<file path="src/r64d_pkg.sv">
package r64d_pkg;

   // character codes that are skipped
   localparam logic [7:0] CHAR_TAB   = 8'h09;
   localparam logic [7:0] CHAR_LF    = 8'h0A;
   localparam logic [7:0] CHAR_CR    = 8'h0D;
   localparam logic [7:0] CHAR_SPACE = 8'h20;

   // alphabet anchors and symbol offsets
   localparam logic [7:0] CHAR_DOLLAR  = 8'h24;
   localparam logic [7:0] CHAR_ZERO    = 8'h30;
   localparam logic [7:0] CHAR_NINE    = 8'h39;
   localparam logic [7:0] CHAR_UPPER_A = 8'h41;
   localparam logic [7:0] CHAR_UPPER_Z = 8'h5A;
   localparam logic [7:0] CHAR_UNDER   = 8'h5F;
   localparam logic [7:0] CHAR_LOWER_A = 8'h61;
   localparam logic [7:0] CHAR_LOWER_Z = 8'h7A;

   localparam logic [5:0] SYM_DOLLAR  = 6'd0;
   localparam logic [5:0] SYM_DIGIT0  = 6'd1;
   localparam logic [5:0] SYM_UPPER_A = 6'd11;
   localparam logic [5:0] SYM_UNDER   = 6'd37;
   localparam logic [5:0] SYM_LOWER_A = 6'd38;

   // accumulator geometry
   localparam int ACC_BITS  = 14;
   localparam int HELD_BITS = 4;
   localparam logic [HELD_BITS-1:0] SYM_BITS  = 4'd6;
   localparam logic [HELD_BITS-1:0] BYTE_BITS = 4'd8;

   // result item layout
   localparam int RSP_DATA_BITS = 32;

   // classification of one character
   typedef struct packed {
      logic       is_space;
      logic       is_symbol;
      logic [5:0] value;
   } char_class_type;

endpackage

</file>
<file path="src/r64d_char_map.sv">
module r64d_char_map (
   input  logic [7:0]               char_code,
   output r64d_pkg::char_class_type char_class
);
   import r64d_pkg::*;

   // whitespace test and alphabet lookup
   always_comb begin
      char_class          = '0;
      char_class.is_space = (char_code == CHAR_SPACE) || (char_code == CHAR_TAB) ||
                            (char_code == CHAR_CR) || (char_code == CHAR_LF);
      if (char_code == CHAR_DOLLAR) begin
         char_class.is_symbol = 1'b1;
         char_class.value     = SYM_DOLLAR;
      end else if (char_code inside {[CHAR_ZERO:CHAR_NINE]}) begin
         char_class.is_symbol = 1'b1;
         char_class.value     = 6'(char_code - CHAR_ZERO) + SYM_DIGIT0;
      end else if (char_code inside {[CHAR_UPPER_A:CHAR_UPPER_Z]}) begin
         char_class.is_symbol = 1'b1;
         char_class.value     = 6'(char_code - CHAR_UPPER_A) + SYM_UPPER_A;
      end else if (char_code == CHAR_UNDER) begin
         char_class.is_symbol = 1'b1;
         char_class.value     = SYM_UNDER;
      end else if (char_code inside {[CHAR_LOWER_A:CHAR_LOWER_Z]}) begin
         char_class.is_symbol = 1'b1;
         char_class.value     = 6'(char_code - CHAR_LOWER_A) + SYM_LOWER_A;
      end
   end

endmodule

</file>
<file path="src/radix64_text_decoder_core.sv">
// Radix-64 text decoder: one character byte in per item, decoded bytes out.
// Input channel req_*: tdata carries the character, tlast marks the final
// character of a text. Space, tab, CR and LF are skipped; any other character
// outside the alphabet sets the error flag and stops decoding until tlast.
// Result channel rsp_*: one item per decoded byte and one closing item per text
// (tlast high) that carries the error flag and the saturating byte count; a
// byte decoded from the final character shares the closing item.
// The result passes through the input register and then the result register.
// Throughput: one character per cycle while the receiver takes results, set by
// the combinational accumulator update between the two registers.
// The receiver may stall freely: while rsp_tready is low one item waits in
// each register, including characters that give no result, so req_tready
// drops only when both are full.
// Reset clears the accumulator, the counters, the error flag and both valid
// flags; after a closing item the state returns to the same reset values.
module radix64_text_decoder_core #(
   parameter int COUNT_BITS = 16
) (
   input  logic        clock,
   input  logic        reset,
   // input item
   input  logic        req_tvalid,
   output logic        req_tready,
   input  logic [7:0]  req_tdata,   // [7:0] char_code
   input  logic        req_tlast,   // last_char
   // result item
   output logic        rsp_tvalid,
   input  logic        rsp_tready,
   output logic [r64d_pkg::RSP_DATA_BITS-1:0] rsp_tdata,
                                    // [7:0] data_byte, [8] bad_char,
                                    // [24:9] byte_count, [31:25] zero
   output logic        rsp_tuser,   // byte_valid
   output logic        rsp_tlast    // end_of_text
);
   import r64d_pkg::*;

   localparam logic [COUNT_BITS-1:0] COUNT_MAX = {COUNT_BITS{1'b1}};

   // input register
   logic       in_valid_ff, in_valid_in;
   logic [7:0] in_char_ff;
   logic       in_last_ff;

   // decoder state
   logic [ACC_BITS-1:0]   acc_ff, acc_in;
   logic [HELD_BITS-1:0]  held_ff, held_in;
   logic                  err_ff, err_in;
   logic [COUNT_BITS-1:0] count_ff, count_in;

   // result register
   logic        out_valid_ff, out_valid_in;
   logic [7:0]  out_byte_ff;
   logic        out_byte_valid_ff;
   logic        out_end_ff;
   logic        out_bad_ff;
   logic [15:0] out_count_ff;

   char_class_type        char_class;
   logic                  advance;
   logic                  decode_en;
   logic [ACC_BITS-1:0]   acc_sum;
   logic [HELD_BITS-1:0]  held_sum;
   logic                  have_byte;
   logic                  emit;

   r64d_char_map u_char_map (
      .char_code  (in_char_ff),
      .char_class (char_class)
   );

   // handshake
   assign advance     = in_valid_ff && (!out_valid_ff || rsp_tready);
   assign req_tready  = !in_valid_ff || advance;
   assign in_valid_in = (req_tvalid && req_tready) || (in_valid_ff && !advance);

   // accumulator update for the registered character
   assign decode_en = !err_ff && !char_class.is_space && char_class.is_symbol;
   assign acc_sum   = acc_ff | (ACC_BITS'(char_class.value) << held_ff);
   assign held_sum  = held_ff + SYM_BITS;
   assign have_byte = decode_en && (held_sum >= BYTE_BITS);
   assign emit      = have_byte || in_last_ff;

   // next state
   always_comb begin
      acc_in   = acc_ff;
      held_in  = held_ff;
      err_in   = err_ff;
      count_in = count_ff;
      if (advance) begin
         if (!err_ff && !char_class.is_space && !char_class.is_symbol) begin
            err_in = 1'b1;
         end
         if (decode_en) begin
            if (have_byte) begin
               acc_in  = acc_sum >> 8;
               held_in = held_sum - BYTE_BITS;
               if (count_ff != COUNT_MAX) begin
                  count_in = count_ff + 1'b1;
               end
            end else begin
               acc_in  = acc_sum;
               held_in = held_sum;
            end
         end
      end
   end

   // result valid
   assign out_valid_in = (advance && emit) || (out_valid_ff && !rsp_tready);

   // control registers
   always_ff @(posedge clock) begin
      if (reset) begin
         in_valid_ff  <= 1'b0;
         out_valid_ff <= 1'b0;
         acc_ff       <= '0;
         held_ff      <= '0;
         err_ff       <= 1'b0;
         count_ff     <= '0;
      end else begin
         in_valid_ff  <= in_valid_in;
         out_valid_ff <= out_valid_in;
         if (advance && in_last_ff) begin
            acc_ff   <= '0;
            held_ff  <= '0;
            err_ff   <= 1'b0;
            count_ff <= '0;
         end else begin
            acc_ff   <= acc_in;
            held_ff  <= held_in;
            err_ff   <= err_in;
            count_ff <= count_in;
         end
      end
   end

   // payload registers
   always_ff @(posedge clock) begin
      if (req_tvalid && req_tready) begin
         in_char_ff <= req_tdata;
         in_last_ff <= req_tlast;
      end
      if (advance && emit) begin
         out_byte_ff       <= have_byte ? acc_sum[7:0] : 8'h00;
         out_byte_valid_ff <= have_byte;
         out_end_ff        <= in_last_ff;
         out_bad_ff        <= err_in;
         out_count_ff      <= 16'(count_in);
      end
   end

   // result ports
   assign rsp_tvalid = out_valid_ff;
   assign rsp_tdata  = {7'b0, out_count_ff, out_bad_ff, out_byte_ff};
   assign rsp_tuser  = out_byte_valid_ff;
   assign rsp_tlast  = out_end_ff;

endmodule

</file>
<file path="config.mk">
export PLATFORM = sky130hd
export DESIGN_NAME = radix64_text_decoder_core
export DESIGN_NICKNAME = d
export VERILOG_FILES = /design/src/r64d_pkg.sv /design/src/r64d_char_map.sv /design/src/radix64_text_decoder_core.sv
export SDC_FILE = /design/constraint.sdc
export NUM_CORES = 1
export LEC_CHECK = 0
export BUFFER_PORTS_ARGS = -buffer_cell sky130_fd_sc_hd__buf_4
export CORE_MARGIN = 2
export CORE_UTILIZATION = 45
export DETAILED_ROUTE_END_ITERATION = 10
export HOLD_SLACK_MARGIN = 0.12
export RECOVER_POWER = 100
export SLEW_MARGIN = 20
export SYNTH_ARGS = -nofsm -noshare
export SYNTH_HDL_FRONTEND = slang
export SYNTH_SLANG_ARGS = --single-unit
</file>
<file path="constraint.sdc">
create_clock -name clock -period 6.9 [get_ports clock]
set_clock_uncertainty 0.2 [all_clocks]
set_input_delay 0.345 -clock clock [delete_from_list [all_inputs] [get_ports clock]]
set_output_delay 0.345 -clock clock [all_outputs]
set_load 0.01 [all_outputs]
</file>
==> reports/metrics.yaml <==
setup_path:
  crit_required_ns: 6.51
  reg2regPathDepth: 7
  r2r_end: "out_byte_ff[7]$_SDFFCE_PP0P_"
  reg2reg_from: "in_char_ff[1]$_DFFE_PP_"
  crit_arrival_ns: 4.30
  ff2ff_setup_slack_ns: 2.21
  crit_fanout: 27
  crit_start: "in_char_ff[1]$_DFFE_PP_"
  end_kind: "flop"
  timing_worst_setup_path_type: "flop to flop"
  worstSetupEndpoint: "out_byte_ff[7]$_SDFFCE_PP0P_"
  start_kind: "flop"
synthesis:
  syn_inst: 368
  async_reset_ff_share_pct: 0
  yosys.cell_types.count: 72
  ys_seq_area_share_pct: 47.5
  yosysWarningCount: 0
  synth_top_area_share_pct: 28.5
  avgSynthCellArea_sq_um: 10.3
  ys_seq_elements: 72
  netlist_area_sq_um: 3800
  synth_largest_area_cell: "edfxtp_1"
  synth_area_leaders: "edfxtp_1 28%, dfxtp_1 19%, nor2_1 3.2%"
  synth_edf_count: 36
  yosys_most_used_dff: "edfxtp_1"
pwr:
  switching_share_pct: 27.5
  p_per_area_nw_per_um2: 202
  ir_worst_vdd_v: 0.0000978
  seq_power_share_pct: 54.2
  clock_power_share_pct: 36.7
  combPwrFrac_pct: 9.0
  switchingPower_uw: 237
  power.internal_uw: 623
  p_leak_uw: 0.00161
grt:
  grt_max_degree: 28
  grt-ovfl-total: 0
  grt_pass1_wl_microns: 13800
  grt_pass1_vias: 2834
  grt_use_total_pct: 19.7
  antenna_found_initial: 0
layout:
  nNetsFinal: 439
  diodes: 0
  drive_gt1_share_pct: 9.00
  layout_common_cells: "36 x dfxtp_1, 36 x edfxtp_1, 33 x nor2_1, 29 x clkbuf_1, 27 x nand2_1"
  syn_to_final_growth_pct: 12.0
  n_fill_cell: 790
clock_tree:
  clockBufferDepth: 2
  clk_pin_slew_ns: 0.08
  cts_tree: "done"
  clock_latency_ns: 0.35
  cts_buffers: 9
  clk_root_buffer_cell: "clkbuf_8"
  htree_levels: 3
  cts.sinks: 72
routing:
  finalWirelength_microns: 8380
  drtPass1Iterations: 6
  drt.antenna.violating_nets: 0
  vias_per_cell: 5.57
  wire_per_inst_microns: 15.9
  vias: 2933
  route.detailed.drc: 0
  first_iter_violations: 178
hold_path:
  hold_class: "primary input to flop"
  whs_path_depth: 3
timing:
  layout_min_cycle_time_ns: 4.69
  fmax_mhz: 213
  final-setup-viol-count: 0
  relSlewSlack_pct: 16.2
  tightest_slew_ns: 1.25
  hold-worst-slack_ns: 0.187
  setup_tns_ns: 0
  period_share_pct: 68.0
  final_hold_viol_count: 0
  setup_slack_ns: 2.21
  drv_slew: 0
  rsz0062_at_grt: "false"
place:
  place_congestion: 0.899
  port_buffers: 41
  dpl.hpwl_microns: 5960
  pre_cts_slack_ns: 3.00
floorplan:
  initial_core_util_pct: 46.2
  die_w_microns: 95.8
  ios: 49
  row_count: 33
  die_area_sq_um: 9190
  core_sq_um: 8220
  fp.dieH_microns: 95.8
status:
  status: "completed"
job:
  maxCapViolations: 0
[power groups by stage]
| stage | registers (uW) | clock network (uW) | logic [uW] |
|---|---|---|---|
| finish | 466 | 316 | 77.8 |
| global placement | 476 | 0 | 79.1 |
| CTS | 466 | 327 | 83.2 |
| floorplan | 472 | 0 | 57.5 |
| detailed placement | 476 | 0 | 77.9 |
| global route | 468 | 346 | 86.4 |
[layout make-up]
cell class | instances | area (sq um) | area share (%)
clock buffers | 9 | 124 | 2.91
clock inverters | 7 | 60.1 | 1.41
inverters | 12 | 45.0 | 1.06
multi-input cells | 269 | 1770 | 41.7
flip-flops and latches | 72 | 1800 | 42.4
well taps | 105 | 131 | 3.09
repair buffers | 53 | 317 | 7.45
[logic make-up (layout without fill, tap and decap cells)]
group	count (synthesis)	count (layout)	synth area share, %
muxes	14	14	3.92
and+or+nand+nor	143	143	21.3
AOI/OAI and AO/OA	80	80	16.2
DFF	72	72	47.5
xor gates and xnor gates	16	16	3.69
other	1	7	0.0988
adders and majority gates	9	9	2.97
buffers and inverters	33	81	4.32
[state kept, by name, summed over array words and instances (netlist names)]
signal	cells
out_bad_ff	1
in_last_ff	1
acc_ff	14
in_char_ff	8
rsp_tvalid	1
count_ff	16
held_ff	3
in_valid_ff	1
err_ff	1
rsp_tuser	1
rsp_tlast	1
out_byte_ff	8
out_count_ff	16
[stage by stage]
step           power [uW]  area (sq um)  instances  utilization, %
3_3_place_gp          555          4150        500            50.5
6_report              860          4250        527            51.7
5_1_grt               900          4250        527            51.7
4_1_cts               877          4450        527            54.1
3_5_place_dp          554          4150        500            50.5
2_1_floorplan         530          3820        374               -
[synthesized netlist by cell type, types with 9 or more instances]
master / number
nor2_1: 32
nand2b_1: 10
nor3_1: 9
dfxtp_1: 36
inv_1: 11
a21oi_1: 9
and2_1: 18
ha_1: 9
edfxtp_1: 36
nand3_1: 11
nand2_1: 27
[critical path: stages, from the launching register on]
cell and delay (ns):
edfxtp_1 0.53, inv_1 0.17, ha_1 0.20, or4b_1 0.55
nor2_1 0.25, o32ai_1 0.19, o211ai_1 1.01, nand2_1 1.05
[worst min path at each step]
stage,start,slack [ns],to
global route,rsp_tready,0.20,rsp_tvalid$_SDFF_PP0_
global placement,acc_ff[7]$_SDFFE_PP0P_,0.23,acc_ff[7]$_SDFFE_PP0P_
CTS,rsp_tready,0.18,rsp_tvalid$_SDFF_PP0_
detailed placement,acc_ff[7]$_SDFFE_PP0P_,0.24,acc_ff[7]$_SDFFE_PP0P_
finish,rsp_tready,0.19,rsp_tvalid$_SDFF_PP0_
floorplan,reset,0.21,rsp_tvalid$_SDFF_PP0_
[repair_timing]
action,in CTS,in global routing
buffers inserted,0,0
gates resized for setup,0,0
hold buffers,11,0
endpoints found under the setup margin,0,0
hold endpoints to repair,11,0
[metal layers]
layer  vias up  global-route usage (%)  wire length [microns]
li1       1442                       -                      -
met1      1405                    25.9                   3790
met2        72                    31.8                   4030
met3        14                    2.90                    365
met4         0                    9.76                    186
met5         -                       0                      0
Power figures use the tool's default switching activity.
